<file path="src/tpq_pkg.sv">
package tpq_pkg;

    localparam int QUEUE_DEPTH = 32;
    localparam int AW          = $clog2(QUEUE_DEPTH);
    localparam int CW          = $clog2(QUEUE_DEPTH + 1);
    localparam int TIME_W      = 64;
    localparam int PKT_W       = 16;
    localparam int NODE_W      = 8;
    localparam int CNT_W       = 6;

    typedef struct packed {
        logic [TIME_W-1:0] event_time;
        logic [PKT_W-1:0]  packet_ref;
        logic [NODE_W-1:0] node_id;
    } t_entry;

    // Result of the shared step unit for the current sequencer step.
    typedef struct packed {
        logic          due;
        logic [AW-1:0] rd_addr;
        logic [AW-1:0] wr_addr;
    } t_step_res;

    typedef enum logic [5:0] {
        S_IDLE      = 6'b000001,
        S_INS_CMP   = 6'b000010,
        S_INS_FRONT = 6'b000100,
        S_REL_RD    = 6'b001000,
        S_REL_CHK   = 6'b010000,
        S_RESP      = 6'b100000
    } t_state;

endpackage

</file>
<file path="src/tpq_if.sv">
interface tpq_in_if;
    logic                      valid;
    logic                      ready;
    logic                      kind;
    logic [tpq_pkg::TIME_W-1:0] event_time;
    logic [tpq_pkg::PKT_W-1:0]  packet_ref;
    logic [tpq_pkg::NODE_W-1:0] node_id;

    modport source (output valid, kind, event_time, packet_ref, node_id, input ready);
    modport sink   (input valid, kind, event_time, packet_ref, node_id, output ready);
endinterface

interface tpq_out_if;
    logic                       valid;
    logic                       ready;
    logic                       sent;
    logic [tpq_pkg::PKT_W-1:0]  out_packet_ref;
    logic [tpq_pkg::NODE_W-1:0] out_node_id;
    logic [tpq_pkg::CNT_W-1:0]  released_count;
    logic [tpq_pkg::TIME_W-1:0] next_time;
    logic                       dropped;
    logic                       last;

    modport source (output valid, sent, out_packet_ref, out_node_id, released_count,
                    next_time, dropped, last, input ready);
    modport sink   (input valid, sent, out_packet_ref, out_node_id, released_count,
                    next_time, dropped, last, output ready);
endinterface

</file>
<file path="src/tpq_ram.sv">
module tpq_ram #(
    parameter int WIDTH = 8,
    parameter int DEPTH = 32
) (
    input  logic                     i_clk,
    input  logic                     i_wr_en,
    input  logic [$clog2(DEPTH)-1:0] i_wr_addr,
    input  logic [WIDTH-1:0]         i_wr_data,
    input  logic                     i_rd_en,
    input  logic [$clog2(DEPTH)-1:0] i_rd_addr,
    output logic [WIDTH-1:0]         o_rd_data
);

    logic [WIDTH-1:0] r_mem [DEPTH];
    logic [WIDTH-1:0] r_rd_data;

    always_ff @(posedge i_clk) begin
        if (i_wr_en) begin
            r_mem[i_wr_addr] <= i_wr_data;
        end
        if (i_rd_en) begin
            r_rd_data <= r_mem[i_rd_addr];
        end
    end

    assign o_rd_data = r_rd_data;

endmodule

</file>
<file path="src/tpq_step_unit.sv">
module tpq_step_unit (
    input  logic [tpq_pkg::AW-1:0]     i_head,
    input  logic [tpq_pkg::AW-1:0]     i_rd_lidx,
    input  logic [tpq_pkg::AW-1:0]     i_wr_lidx,
    input  logic [tpq_pkg::TIME_W-1:0] i_entry_time,
    input  logic [tpq_pkg::TIME_W-1:0] i_key_time,
    output tpq_pkg::t_step_res         o_res
);

    localparam int AW = tpq_pkg::AW;

    logic [AW:0] rd_sum;
    logic [AW:0] wr_sum;
    logic [AW:0] depth_w;

    // Logical slots sit behind the head in a ring; the sum stays below
    // twice the depth, so one compare and subtract wraps it.
    assign depth_w = (AW+1)'(tpq_pkg::QUEUE_DEPTH);
    assign rd_sum  = {1'b0, i_head} + {1'b0, i_rd_lidx};
    assign wr_sum  = {1'b0, i_head} + {1'b0, i_wr_lidx};

    always_comb begin
        o_res.due     = (i_entry_time <= i_key_time);
        o_res.rd_addr = (rd_sum >= depth_w) ? AW'(rd_sum - depth_w) : AW'(rd_sum);
        o_res.wr_addr = (wr_sum >= depth_w) ? AW'(wr_sum - depth_w) : AW'(wr_sum);
    end

endmodule

</file>
<file path="src/timed_packet_release_queue.sv">
// Channel   Dir  Handshake          Payload
// i_in      in   valid/ready        kind, event_time, packet_ref, node_id
// o_out     out  valid/ready        sent, out_packet_ref, out_node_id,
//                                   released_count, next_time, dropped, last
//
// A schedule walks back from the tail over each held entry later than the new one,
// which moves up one ring slot; a dropped schedule goes straight to the status transfer.
// A release pops each due packet and then sends the status transfer; each release
// step is one registered memory read and one compare.
// Reset empties the queue at once and never clears the entry memory. A stalled
// output holds the sequencer, and no item is taken until the last result is loaded.
module timed_packet_release_queue (
    input  logic             i_clk,
    input  logic             i_rst_n,
    tpq_in_if.sink           i_in,
    tpq_out_if.source        o_out
);

    localparam int AW = tpq_pkg::AW;
    localparam int CW = tpq_pkg::CW;

    tpq_pkg::t_state    r_state, n_state;
    logic [CW-1:0]      r_cnt, n_cnt;      // entries held
    logic [AW-1:0]      r_head, n_head;    // ring slot of the earliest entry
    logic [AW-1:0]      r_idx, n_idx;      // logical slot under inspection
    logic [tpq_pkg::CNT_W-1:0]  r_rcnt, n_rcnt;
    logic [tpq_pkg::TIME_W-1:0] r_next, n_next;
    logic               r_drop, n_drop;
    logic               r_kind;
    logic [tpq_pkg::TIME_W-1:0] r_key;
    logic [tpq_pkg::PKT_W-1:0]  r_pkt;
    logic [tpq_pkg::NODE_W-1:0] r_node;

    // Output register so the next step can proceed while a result waits.
    logic               r_ovalid, n_ovalid;
    logic               r_sent, n_sent;
    logic [tpq_pkg::PKT_W-1:0]  r_opkt, n_opkt;
    logic [tpq_pkg::NODE_W-1:0] r_onode, n_onode;
    logic [tpq_pkg::CNT_W-1:0]  r_ocnt, n_ocnt;
    logic [tpq_pkg::TIME_W-1:0] r_onext, n_onext;
    logic               r_odrop, n_odrop;
    logic               r_olast, n_olast;

    logic               accept;
    logic               out_free;
    logic [AW-1:0]      rd_lidx;
    logic [AW-1:0]      wr_lidx;
    logic               rd_en;
    logic               wr_en;
    tpq_pkg::t_entry    wr_data;
    tpq_pkg::t_entry    rd_entry;
    tpq_pkg::t_entry    new_entry;
    tpq_pkg::t_step_res step;

    assign i_in.ready = (r_state == tpq_pkg::S_IDLE);
    assign accept     = i_in.valid && i_in.ready;
    assign out_free   = !r_ovalid || o_out.ready;

    assign new_entry.event_time = r_key;
    assign new_entry.packet_ref = r_pkt;
    assign new_entry.node_id    = r_node;

    tpq_step_unit u_step (
        .i_head       (r_head),
        .i_rd_lidx    (rd_lidx),
        .i_wr_lidx    (wr_lidx),
        .i_entry_time (rd_entry.event_time),
        .i_key_time   (r_key),
        .o_res        (step)
    );

    tpq_ram #(
        .WIDTH ($bits(tpq_pkg::t_entry)),
        .DEPTH (tpq_pkg::QUEUE_DEPTH)
    ) u_ram (
        .i_clk     (i_clk),
        .i_wr_en   (wr_en),
        .i_wr_addr (step.wr_addr),
        .i_wr_data (wr_data),
        .i_rd_en   (rd_en),
        .i_rd_addr (step.rd_addr),
        .o_rd_data (rd_entry)
    );

    always_comb begin
        n_state  = r_state;
        n_cnt    = r_cnt;
        n_head   = r_head;
        n_idx    = r_idx;
        n_rcnt   = r_rcnt;
        n_next   = r_next;
        n_drop   = r_drop;
        rd_lidx  = '0;
        wr_lidx  = '0;
        rd_en    = 1'b0;
        wr_en    = 1'b0;
        wr_data  = new_entry;
        n_ovalid = r_ovalid && !o_out.ready;
        n_sent   = r_sent;
        n_opkt   = r_opkt;
        n_onode  = r_onode;
        n_ocnt   = r_ocnt;
        n_onext  = r_onext;
        n_odrop  = r_odrop;
        n_olast  = r_olast;

        unique case (r_state)
            tpq_pkg::S_IDLE: begin
                n_rcnt = '0;
                n_next = '0;
                n_drop = 1'b0;
                if (accept) begin
                    if (i_in.kind) begin
                        n_state = tpq_pkg::S_REL_RD;
                    end else if (r_cnt == CW'(tpq_pkg::QUEUE_DEPTH)) begin
                        n_drop  = 1'b1;
                        n_state = tpq_pkg::S_RESP;
                    end else if (r_cnt == '0) begin
                        n_state = tpq_pkg::S_INS_FRONT;
                    end else begin
                        // Walk backward from the tail, shifting later entries up.
                        n_idx   = AW'(r_cnt - CW'(1));
                        rd_lidx = AW'(r_cnt - CW'(1));
                        rd_en   = 1'b1;
                        n_state = tpq_pkg::S_INS_CMP;
                    end
                end
            end

            tpq_pkg::S_INS_CMP: begin
                wr_lidx = r_idx + AW'(1);
                wr_en   = 1'b1;
                if (step.due) begin
                    // Held entry is not later: the new one goes right behind it.
                    wr_data = new_entry;
                    n_cnt   = r_cnt + CW'(1);
                    n_state = tpq_pkg::S_RESP;
                end else begin
                    wr_data = rd_entry;
                    if (r_idx == '0) begin
                        n_state = tpq_pkg::S_INS_FRONT;
                    end else begin
                        n_idx   = r_idx - AW'(1);
                        rd_lidx = r_idx - AW'(1);
                        rd_en   = 1'b1;
                    end
                end
            end

            tpq_pkg::S_INS_FRONT: begin
                wr_lidx = '0;
                wr_en   = 1'b1;
                wr_data = new_entry;
                n_cnt   = r_cnt + CW'(1);
                n_state = tpq_pkg::S_RESP;
            end

            tpq_pkg::S_REL_RD: begin
                if (r_cnt == '0) begin
                    n_next  = '0;
                    n_state = tpq_pkg::S_RESP;
                end else begin
                    rd_lidx = '0;
                    rd_en   = 1'b1;
                    n_state = tpq_pkg::S_REL_CHK;
                end
            end

            tpq_pkg::S_REL_CHK: begin
                if (!step.due) begin
                    n_next  = rd_entry.event_time;
                    n_state = tpq_pkg::S_RESP;
                end else if (out_free) begin
                    n_ovalid = 1'b1;
                    n_sent   = 1'b1;
                    n_opkt   = rd_entry.packet_ref;
                    n_onode  = rd_entry.node_id;
                    n_ocnt   = '0;
                    n_onext  = '0;
                    n_odrop  = 1'b0;
                    n_olast  = 1'b0;
                    n_rcnt   = r_rcnt + tpq_pkg::CNT_W'(1);
                    n_cnt    = r_cnt - CW'(1);
                    n_head   = (r_head == AW'(tpq_pkg::QUEUE_DEPTH - 1)) ? '0
                                                                        : r_head + AW'(1);
                    n_state  = tpq_pkg::S_REL_RD;
                end
            end

            tpq_pkg::S_RESP: begin
                if (out_free) begin
                    n_ovalid = 1'b1;
                    n_sent   = 1'b0;
                    n_opkt   = '0;
                    n_onode  = '0;
                    n_ocnt   = r_kind ? r_rcnt : '0;
                    n_onext  = r_kind ? r_next : '0;
                    n_odrop  = r_drop;
                    n_olast  = 1'b1;
                    n_state  = tpq_pkg::S_IDLE;
                end
            end

            default: begin
                n_state = tpq_pkg::S_IDLE;
            end
        endcase
    end

    always_ff @(posedge i_clk) begin
        if (!i_rst_n) begin
            r_state  <= tpq_pkg::S_IDLE;
            r_cnt    <= '0;
            r_head   <= '0;
            r_ovalid <= 1'b0;
        end else begin
            r_state  <= n_state;
            r_cnt    <= n_cnt;
            r_head   <= n_head;
            r_ovalid <= n_ovalid;
        end
    end

    always_ff @(posedge i_clk) begin
        r_idx   <= n_idx;
        r_rcnt  <= n_rcnt;
        r_next  <= n_next;
        r_drop  <= n_drop;
        r_sent  <= n_sent;
        r_opkt  <= n_opkt;
        r_onode <= n_onode;
        r_ocnt  <= n_ocnt;
        r_onext <= n_onext;
        r_odrop <= n_odrop;
        r_olast <= n_olast;
        if (accept) begin
            r_kind <= i_in.kind;
            r_key  <= i_in.event_time;
            r_pkt  <= i_in.packet_ref;
            r_node <= i_in.node_id;
        end
    end

    assign o_out.valid          = r_ovalid;
    assign o_out.sent           = r_sent;
    assign o_out.out_packet_ref = r_opkt;
    assign o_out.out_node_id    = r_onode;
    assign o_out.released_count = r_ocnt;
    assign o_out.next_time      = r_onext;
    assign o_out.dropped        = r_odrop;
    assign o_out.last           = r_olast;

`ifndef SYNTH
    // The occupancy never passes the ring size.
    a_cnt_bound: assert property (@(posedge i_clk) disable iff (!i_rst_n)
        r_cnt <= CW'(tpq_pkg::QUEUE_DEPTH))
        else $error("queue occupancy exceeds depth");

    // An insertion walk never starts on a full queue.
    a_ins_not_full: assert property (@(posedge i_clk) disable iff (!i_rst_n)
        (r_state == tpq_pkg::S_INS_CMP) |-> (r_cnt != CW'(tpq_pkg::QUEUE_DEPTH)))
        else $error("insertion on a full queue");

    // An accepted item always leaves the idle state.
    a_accept_busy: assert property (@(posedge i_clk) disable iff (!i_rst_n)
        (i_in.valid && i_in.ready) |=> (r_state != tpq_pkg::S_IDLE))
        else $error("accepted item did not start the sequencer");

    // A popped packet shrinks the queue by exactly one.
    a_pop_count: assert property (@(posedge i_clk) disable iff (!i_rst_n)
        (r_state == tpq_pkg::S_REL_CHK && step.due && out_free)
            |=> (r_cnt == $past(r_cnt) - CW'(1)))
        else $error("release did not remove one entry");
`endif

endmodule
</file>
<file path="src/flat_wrapper.sv">
// flat-port wrapper written by rule: the top's interface ports become plain ports
module timed_packet_release_queue_flat 
  (i_clk, i_rst_n, i_in_valid, i_in_kind, i_in_event_time, i_in_packet_ref, i_in_node_id, i_in_ready, o_out_valid, o_out_sent, o_out_out_packet_ref, o_out_out_node_id, o_out_released_count, o_out_next_time, o_out_dropped, o_out_last, o_out_ready);
  tpq_in_if i_in_i ();
  tpq_out_if o_out_i ();
  input  logic i_clk;
  input  logic i_rst_n;
  input wire logic [$bits(i_in_i.valid)-1:0] i_in_valid;
  input wire logic [$bits(i_in_i.kind)-1:0] i_in_kind;
  input wire logic [$bits(i_in_i.event_time)-1:0] i_in_event_time;
  input wire logic [$bits(i_in_i.packet_ref)-1:0] i_in_packet_ref;
  input wire logic [$bits(i_in_i.node_id)-1:0] i_in_node_id;
  output wire logic [$bits(i_in_i.ready)-1:0] i_in_ready;
  output wire logic [$bits(o_out_i.valid)-1:0] o_out_valid;
  output wire logic [$bits(o_out_i.sent)-1:0] o_out_sent;
  output wire logic [$bits(o_out_i.out_packet_ref)-1:0] o_out_out_packet_ref;
  output wire logic [$bits(o_out_i.out_node_id)-1:0] o_out_out_node_id;
  output wire logic [$bits(o_out_i.released_count)-1:0] o_out_released_count;
  output wire logic [$bits(o_out_i.next_time)-1:0] o_out_next_time;
  output wire logic [$bits(o_out_i.dropped)-1:0] o_out_dropped;
  output wire logic [$bits(o_out_i.last)-1:0] o_out_last;
  input wire logic [$bits(o_out_i.ready)-1:0] o_out_ready;
  assign i_in_i.valid = i_in_valid;
  assign i_in_i.kind = i_in_kind;
  assign i_in_i.event_time = i_in_event_time;
  assign i_in_i.packet_ref = i_in_packet_ref;
  assign i_in_i.node_id = i_in_node_id;
  assign i_in_ready = i_in_i.ready;
  assign o_out_valid = o_out_i.valid;
  assign o_out_sent = o_out_i.sent;
  assign o_out_out_packet_ref = o_out_i.out_packet_ref;
  assign o_out_out_node_id = o_out_i.out_node_id;
  assign o_out_released_count = o_out_i.released_count;
  assign o_out_next_time = o_out_i.next_time;
  assign o_out_dropped = o_out_i.dropped;
  assign o_out_last = o_out_i.last;
  assign o_out_i.ready = o_out_ready;
  timed_packet_release_queue u_core (.i_clk(i_clk), .i_rst_n(i_rst_n), .i_in(i_in_i), .o_out(o_out_i));
endmodule
</file>
<file path="config.mk">
export PLATFORM = sky130hd
export DESIGN_NAME = timed_packet_release_queue_flat
export DESIGN_NICKNAME = d
export VERILOG_FILES = /design/src/tpq_pkg.sv /design/src/tpq_if.sv /design/src/tpq_ram.sv /design/src/tpq_step_unit.sv /design/src/timed_packet_release_queue.sv /design/src/flat_wrapper.sv
export SDC_FILE = /design/constraint.sdc
export NUM_CORES = 2
export LEC_CHECK = 0
export ABC_AREA = 0
export BUFFER_PORTS_ARGS = -buffer_cell sky130_fd_sc_hd__buf_2
export CORE_ASPECT_RATIO = 0.5
export CORE_MARGIN = 1.5
export CORE_UTILIZATION = 30
export CTS_BUF_LIST = sky130_fd_sc_hd__clkbuf_4 sky130_fd_sc_hd__clkbuf_8
export DETAILED_ROUTE_END_ITERATION = 10
export GPL_ROUTABILITY_DRIVEN = 0
export PLACE_DENSITY = 0.53
export SLEW_MARGIN = 15
export SYNTH_ARGS = -nofsm -noshare
export SYNTH_HDL_FRONTEND = slang
export SYNTH_SLANG_ARGS = --single-unit
</file>
<file path="constraint.sdc">
create_clock -name i_clk -period 8.7 [get_ports i_clk]
set_input_delay 0.87 -clock i_clk [delete_from_list [all_inputs] [get_ports i_clk]]
set_output_delay 0.87 -clock i_clk [all_outputs]
set_load 0.05 [all_outputs]
</file>
## Word-level counts from Yosys, hierarchy flattened

Memory sizes are Yosys's and may differ from the RTL's. A register that Yosys moved wholly into a read port is not among the register bits.
Cells that the tools add are included.

- Register bits after elaboration: 280
- RAM bits: 2816
- Word-level logic and storage cells: 158
- Memories kept: 1

Memory list:

| name | depth | bits a word | rd ports | clocked after Yosys merged registers in | wr ports | RTL line | text |
|---|---|---|---|---|---|---|---|
| u_core.u_ram.r_mem | 32 | 88 | 1 | 1 | 1 | tpq_ram.sv:14 | `logic [WIDTH-1:0] r_mem [DEPTH];` |

- $add $sub $neg: 10
- Order comparisons: 3
- Equal/unequal tests: 22
- Muxes and demuxes: 81
- Bitwise gates (word level): 1
- Reduce and logical (&&, ||, !) cells: 21

Operator list:

| operator | count |
|---|---|
| 2-to-1 mux 64 bit | 6 |
| case mux 64 bit (3 select lines) | 1 |
| 2-to-1 mux 88 bit | 2 |
| case mux 64 bit (2 select lines) | 1 |
| 2-to-1 mux 6 bit | 18 |
| 2-to-1 mux 5 bit | 16 |
| <= comparator 64 bit | 1 |
| 2-to-1 mux 16 bit | 3 |
| case mux 6 bit (6 select lines) | 1 |
| case mux 16 bit (2 select lines) | 1 |
| 2-to-1 mux 8 bit | 3 |
| case mux 6 bit (2 select lines) | 2 |
| case mux 5 bit (2 select lines) | 2 |
| case mux 6 bit (3 select lines) | 1 |
| 2-to-1 mux 1 bit | 17 |
| case mux 8 bit (2 select lines) | 1 |
| subtractor 5 x 1 -> 5 bit (second input constant) | 3 |
| != test 2 bit (second input constant) | 7 |
| adder 5 x 5 -> 6 bit | 2 |
| adder 6 x 1 -> 6 bit (second input constant) | 2 |
| == test 6 bit (second input constant) | 2 |
| greater-or-equal comparator 6 bit (second input constant) | 2 |
| AND reduction 4 bit | 3 |
| adder 5 x 1 -> 5 bit (second input constant) | 2 |
| other kinds (24) | 39 |

## Logic depth before layout (Yosys ltp)

- Word-level depth: 9
- Gate-level depth with buffers: 22
- Gate-level depth less buffers: 19

## Cells and area by module

From an unflattened synthesis, not the netlist that was laid out.

- Cells, all modules: 6172
- Area, all modules: 123293.2 µm²

By module, submodules not included:

| module | instances | cells each | area an instance (µm²) | sequential area each (µm²) |
|---|---|---|---|---|
| tpq_ram | 1 | 5145 | 109687.7 | 87203.6 |
| timed_packet_release_queue | 1 | 763 | 11700.0 | 8227.9 |
| tpq_step_unit | 1 | 264 | 1905.6 | 0.0 |

## Least setup slack after synthesis

No wires, ideal clock.

- Path kind: reg-to-reg
- Start point: reg u_core.u_ram.r_rd_data[79] (netlist: u_core.u_ram.o_rd_data[79]) (read register of u_core.u_ram.r_mem)
- End point: reg u_core.r_odrop (netlist: u_core.o_out.dropped) (enable)
- Data arrival time: 6.873 ns
- Data required time: 8.115 ns
- Path slack: 1.241 ns
- Stages on the path, launching flop included: 9
- Clock period less this slack: 7.459 ns
- Cells stage by stage: edfxtp_1 > ha_1 > a21oi_1 > o21ai_0 > a221oi_1 > nand3_1 > nor4_4 > o21ai_0 > a21oi_1

- Word-level cells in the longest chain between the ends: 3

RTL lines:

| item | RTL line | text |
|---|---|---|
| start, declared | tpq_ram.sv:15 | `logic [WIDTH-1:0] r_rd_data;` |
| <= comparator 64 bit | tpq_step_unit.sv:23 | `o_res.due = (i_entry_time <= i_key_time);` |
| != test 2 x 1 -> 1 bit (no source line) | -- |  |
| AND reduction 4 bit (no source line) | -- |  |
| end signal, assigned | timed_packet_release_queue.sv:234 | `r_odrop <= n_odrop;` |
| end, declared | timed_packet_release_queue.sv:41 | `logic r_odrop, n_odrop;` |

Every way passes these cells.
A chain may end at the register's enable or synchronous reset.

## Worst setup path after layout

- Start point: reg u_core.u_ram.r_rd_data[54] (netlist: u_core.u_ram.o_rd_data[54]) (read register of u_core.u_ram.r_mem)
- End point: reg u_core.u_ram.r_rd_data[78] (netlist: u_core.u_ram.o_rd_data[78]) (read register of u_core.u_ram.r_mem), data pin

- Word-level cells in the longest chain between the ends: 6
- Elaborated cells on any way between the ends: 9
- Classes of those cells: 2 x add/sub; 2 x order compare; 5 x mux

RTL lines:

| item | RTL line | text |
|---|---|---|
| <= comparator 64 bit (*) | tpq_step_unit.sv:23 |  |
| 2-to-1 mux 5 bit | timed_packet_release_queue.sv:133 | `if (step.due) begin` |
| case mux 5 bit (2 select lines) | timed_packet_release_queue.sv:107 | `unique case (r_state)` |
| adder 5 x 5 -> 6 bit | tpq_step_unit.sv:19 | `assign rd_sum = {1'b0, i_head} + {1'b0, i_rd_lidx};` |
| subtractor 5 x 1 -> 5 bit or greater-or-equal comparator 6 bit (tied branches) | tpq_step_unit.sv:24 | `o_res.rd_addr = (rd_sum >= depth_w) ? AW'(rd_sum - depth_w) : AW'(rd_sum);` |
| 2-to-1 mux 5 bit | tpq_step_unit.sv:24 |  |

Every way passes the cells marked *; elsewhere a longest branch is shown, timed or not.

==> metrics.md <==
| Metric | Value |
|---|---|
| Number of antenna violations at the first check in global routing | 8 |
| Post-Route Utilization | 35.2% |
| TritonCTS Buffers | 522 |
| Pin count of the biggest net entering global routing | 112 |
| Die Area | 412,000 sq um |
| Total leakage power | 44.8 nW |
| Post-route setup TNS | 0 ns |
| Crit path arrival time | 8.52 ns |
| Global-route usage over all layers | 15.9% |
| Switching part of the total | 21.1% |
| Post-Route Skew | 0.0539 ns |
| Hold violation total from the final report | 0 |
| Detail Placement HPWL | 162,000 um |
| Number of vias after detailed routing | 58,300 |
| PD cells | 213 nW/um^2 |
| TritonCTS clock tree | done |
| Count of endpoints failing setup in the final report | 0 |
| Synth Net Count | 5,385 |
| Flop pwr share | 56.4% |
| Highest ir drop seen on vdd | 0.000125 V |
| Synth Cell Area | 122,000 sq um |
| Non-filler instance count after layout | 11,800 |
| Clock transition time at the flip-flop clock pins of the worst setup and hold paths | 0.06 ns |
| Critical path buffers and inverters | 4 |
| Fmax | 129 MHz |
| CP top delay family | simple AND/OR/NAND/NOR gates |
| Share of post-route cells with drive strength above 1 | 35.7% |
| Clk Tree Root Cell | sky130_fd_sc_hd__clkbuf_8 |
| Max-cap viol count | 0 |
| Setup repair after global routing missed its margin | no |
| Synthesis-to-finish area growth | 16.5% |
| Internal Pwr Total | 23.9 mW |
| Initial core utilization | 30.2% |
| Number of enable-type register cells in the synthesized netlist | 3,166 |
| Type of the tightest min-delay check | input port to flop |
| Core Box Area | 405,000 sq um |
| Number of sinks on the clock net | 3,184 |
| Top post-synthesis cells by area | sky130_fd_sc_hd__edfxtp_1 (78%), sky130_fd_sc_hd__mux4_2 (16%), sky130_fd_sc_hd__mux2_2 (1.0%) |
| Vias in the first global route | 60,500 |
| Part of the cycle the worst path needs | 89.3% |
| Clk network pwr share | 41.6% |
| DR iter-0 viols | 6,347 |
| Largest area contributor in the synthesized netlist | sky130_fd_sc_hd__edfxtp_1 |
| Highest fanout seen on the critical path | 72 |
| Post-route DRC violation count | 0 |
| Outcome | finished clean |
| Die height | 454 um |
| Most frequent cells after synthesis | sky130_fd_sc_hd__edfxtp_1 (3,166), sky130_fd_sc_hd__mux4_2 (880), sky130_fd_sc_hd__clkbuf_1 (195) |
| Mean instance size in the synthesized netlist | 23.5 sq um |
| Switching power | 6.40 mW |
| Aggregate routed wire length | 335,000 um |
| Width of the die | 906 um |
| Final #Nets | 6,131 |
| Data required time of the worst path | 9.46 ns |
| Clock Latency Late Sink | 1.03 ns |
| Async SR Flop Fraction | 0% |
| Type of destination of the critical path | flop |
| Routed length per instance | 28.5 um |
| CP max stage delay | 0.95 ns |
| Post-synth top area share | 77.8% |
| Maximum number of buffers from clock root to sink | 4 |
| Yosys warning total | 0 |
| Number of routed nets with antenna violations | 0 |
| Placement row count | 165 |
| Yosys reg bits | 3,184 |
| Final max-slew violation count | 0 |
| First-pass GRT wire length | 467,000 um |
| Via/cell ratio | 4.96 |
| Combinational group share of total power | 2.0% |
| First-pass iteration count of the detailed router | 5 |
| Count of H-tree levels built during CTS | 6 |
| Slowest cell on the critical path | sky130_fd_sc_hd__fa_4 |
| Min Clock Period, post-route | 7.77 ns |
| Distinct cells, synth | 55 |
| Dpl cells | 10,800 |
| Element type at the critical path start | flop |
| Max-Slew Margin vs Limit | 20.8% |
| Port Buf Inserts | 191 |
| I/O pin cnt | 192 |
| Post-synthesis cell count | 5,211 |
| Top flip-flop cell by instance count after synthesis | sky130_fd_sc_hd__edfxtp_1 |
| Startpoint-to-endpoint class of the critical path | flop to flop |
| Tightest Pin Transition | 1.19 ns |
| Crit path cell chain | ha_1 > nand4_1 > nor4_2 > nand4_1 > a31oi_2 > nor4_4 > nor2_1 > buf_4 > nand2_1 > o22ai_1 > ha_4 > inv_1 > fa_4 > buf_12 > buf_12 > mux4_2 > mux4_2 > mux2_2 |
| Leading cell type by number of instances after synthesis | sky130_fd_sc_hd__edfxtp_1 |
| Remaining global-route overflow | 0 |
| Sequential share of the synthesized area | 78.0% |
==> cell type report <==
type	count	area [sq um]
tap	5427	6790
timing repair buffer	474	3960
sequential	3184	95400
clock buffer	724	8800
multi-input combinational	1695	26200
clock inverter	180	1020
inverter	80	300
antenna	2	5.00
fill	37100	262000
==> cells in the final DEF, fill, tap and decap left out, types with 49 or more instances in the layout <==
| cell | Yosys | layout |
|---|---|---|
| sky130_fd_sc_hd__edfxtp_1 | 3166 | 3166 |
| sky130_fd_sc_hd__mux4_2 | 880 | 880 |
| sky130_fd_sc_hd__clkbuf_8 | 0 | 538 |
| sky130_fd_sc_hd__buf_2 | 6 | 191 |
| sky130_fd_sc_hd__clkbuf_4 | 0 | 186 |
| sky130_fd_sc_hd__buf_4 | 0 | 142 |
| sky130_fd_sc_hd__mux2_2 | 112 | 112 |
| sky130_fd_sc_hd__nand2_1 | 110 | 110 |
| sky130_fd_sc_hd__clkinv_1 | 0 | 107 |
| sky130_fd_sc_hd__and2_1 | 91 | 90 |
| sky130_fd_sc_hd__dlygate4sd3_1 | 0 | 88 |
| sky130_fd_sc_hd__inv_1 | 80 | 79 |
| sky130_fd_sc_hd__ha_1 | 79 | 78 |
| sky130_fd_sc_hd__and3_1 | 72 | 72 |
| sky130_fd_sc_hd__buf_12 | 0 | 53 |
| sky130_fd_sc_hd__a21oi_1 | 50 | 49 |
==> stage by stage <==
stage / worst slack (ns) / area [sq um] / total power, mW / hold WS (ns)
final: 0.933 / 142000 / 30.3 / 0.130
after global routing: 0.667 / 142000 / 31.3 / 0.0983
after CTS: 0.914 / 142000 / 30.6 / 0.0256
after detailed placement: 0.984 / 132000 / 18.0 / 0.479
after global placement: 0.434 / 132000 / 18.0 / 0.472
after floorplan: 1.24 / 122000 / 17.7 / 0.458
==> per-layer routing <==
metal  track usage (%)  part of all wire, %  vias to the layer above
li1                  -                    -                    23700
met2              27.3                   50                     2123
met5                 0                    0                        -
met4              4.35                  2.5                        0
met1              21.3                   42                    32100
met3              2.11                  5.4                      450
==> power groups by stage <==
stage / clock network (mW) / logic, mW / registers (mW)
finish: 12.6 / 0.607 / 17.1
global route: 13.5 / 0.663 / 17.1
CTS: 12.9 / 0.603 / 17.1
detailed placement: 0 / 0.572 / 17.4
global placement: 0 / 0.553 / 17.4
floorplan: 0 / 0.303 / 17.4
==> final timing paths <==
check / cells past startpoint / startpoint / slack, ns / endpoint
max: 18 / u_core.u_ram.o_rd_data[54]$_DFFE_PP_ / 0.93 / u_core.u_ram.o_rd_data[78]$_DFFE_PP_
min: 2 / i_rst_n / 0.13 / u_core.r_state[0]$_SDFFE_PN1P_
max reg2reg: 18 / u_core.u_ram.o_rd_data[54]$_DFFE_PP_ / 0.93 / u_core.u_ram.o_rd_data[78]$_DFFE_PP_
min reg2reg: 2 / u_core.r_cnt[5]$_SDFFE_PN0P_ / 0.49 / u_core.r_cnt[5]$_SDFFE_PN0P_
==> flip-flops by register name, summed over array words and instances, names as in the netlist, 6 cells and up <==
register                     count
u_core.o_out.out_node_id         8
u_core.o_out.released_count      6
u_core.o_out.next_time          64
u_core.r_pkt                    16
u_core.r_rcnt                    6
u_core.r_state                   6
u_core.u_ram.o_rd_data          88
u_core.u_ram.r_mem            2816
u_core.r_key                    64
u_core.r_node                    8
u_core.o_out.out_packet_ref     16
u_core.r_next                   64
u_core.r_cnt                     6
==> worst reg2reg max path, cell delays in order (launching register included) <==
cell	delay, ns
sky130_fd_sc_hd__edfxtp_1	0.50
sky130_fd_sc_hd__ha_1	0.36
sky130_fd_sc_hd__nand4_1	0.26
sky130_fd_sc_hd__nor4_2	0.81
sky130_fd_sc_hd__nand4_1	0.83
sky130_fd_sc_hd__a31oi_2	0.60
sky130_fd_sc_hd__nor4_4	0.13
sky130_fd_sc_hd__nor2_1	0.15
sky130_fd_sc_hd__buf_4	0.20
sky130_fd_sc_hd__nand2_1	0.19
sky130_fd_sc_hd__o22ai_1	0.29
sky130_fd_sc_hd__ha_4	0.18
sky130_fd_sc_hd__inv_1	0.05
sky130_fd_sc_hd__fa_4	0.95
sky130_fd_sc_hd__buf_12	0.27
sky130_fd_sc_hd__buf_12	0.44
sky130_fd_sc_hd__mux4_2	0.47
sky130_fd_sc_hd__mux4_2	0.52
sky130_fd_sc_hd__mux2_2	0.29
==> repair_timing <==
| action | CTS | global route |
|---|---|---|
| gates resized for setup | 0 | 0 |
| setup endpoints to repair | 0 | 0 |
| buffers inserted | 0 | 0 |
| hold buffers | 88 | 0 |
| endpoints found under the hold margin | 88 | 0 |
==> logic make-up (layout without fill, tap and decap cells) <==
group | count (synthesis) | after routing | synth area share [%]
compound gates | 171 | 171 | 0.787
xor+xnor | 24 | 24 | 0.178
fa+ha+maj | 81 | 81 | 0.841
buf+inv | 332 | 1458 | 1.04
flops | 3184 | 3184 | 78.0
mux | 999 | 999 | 17.3
other cells | 0 | 2 | 0
simple gates | 420 | 420 | 1.80
(Power assumes the default switching activity.)
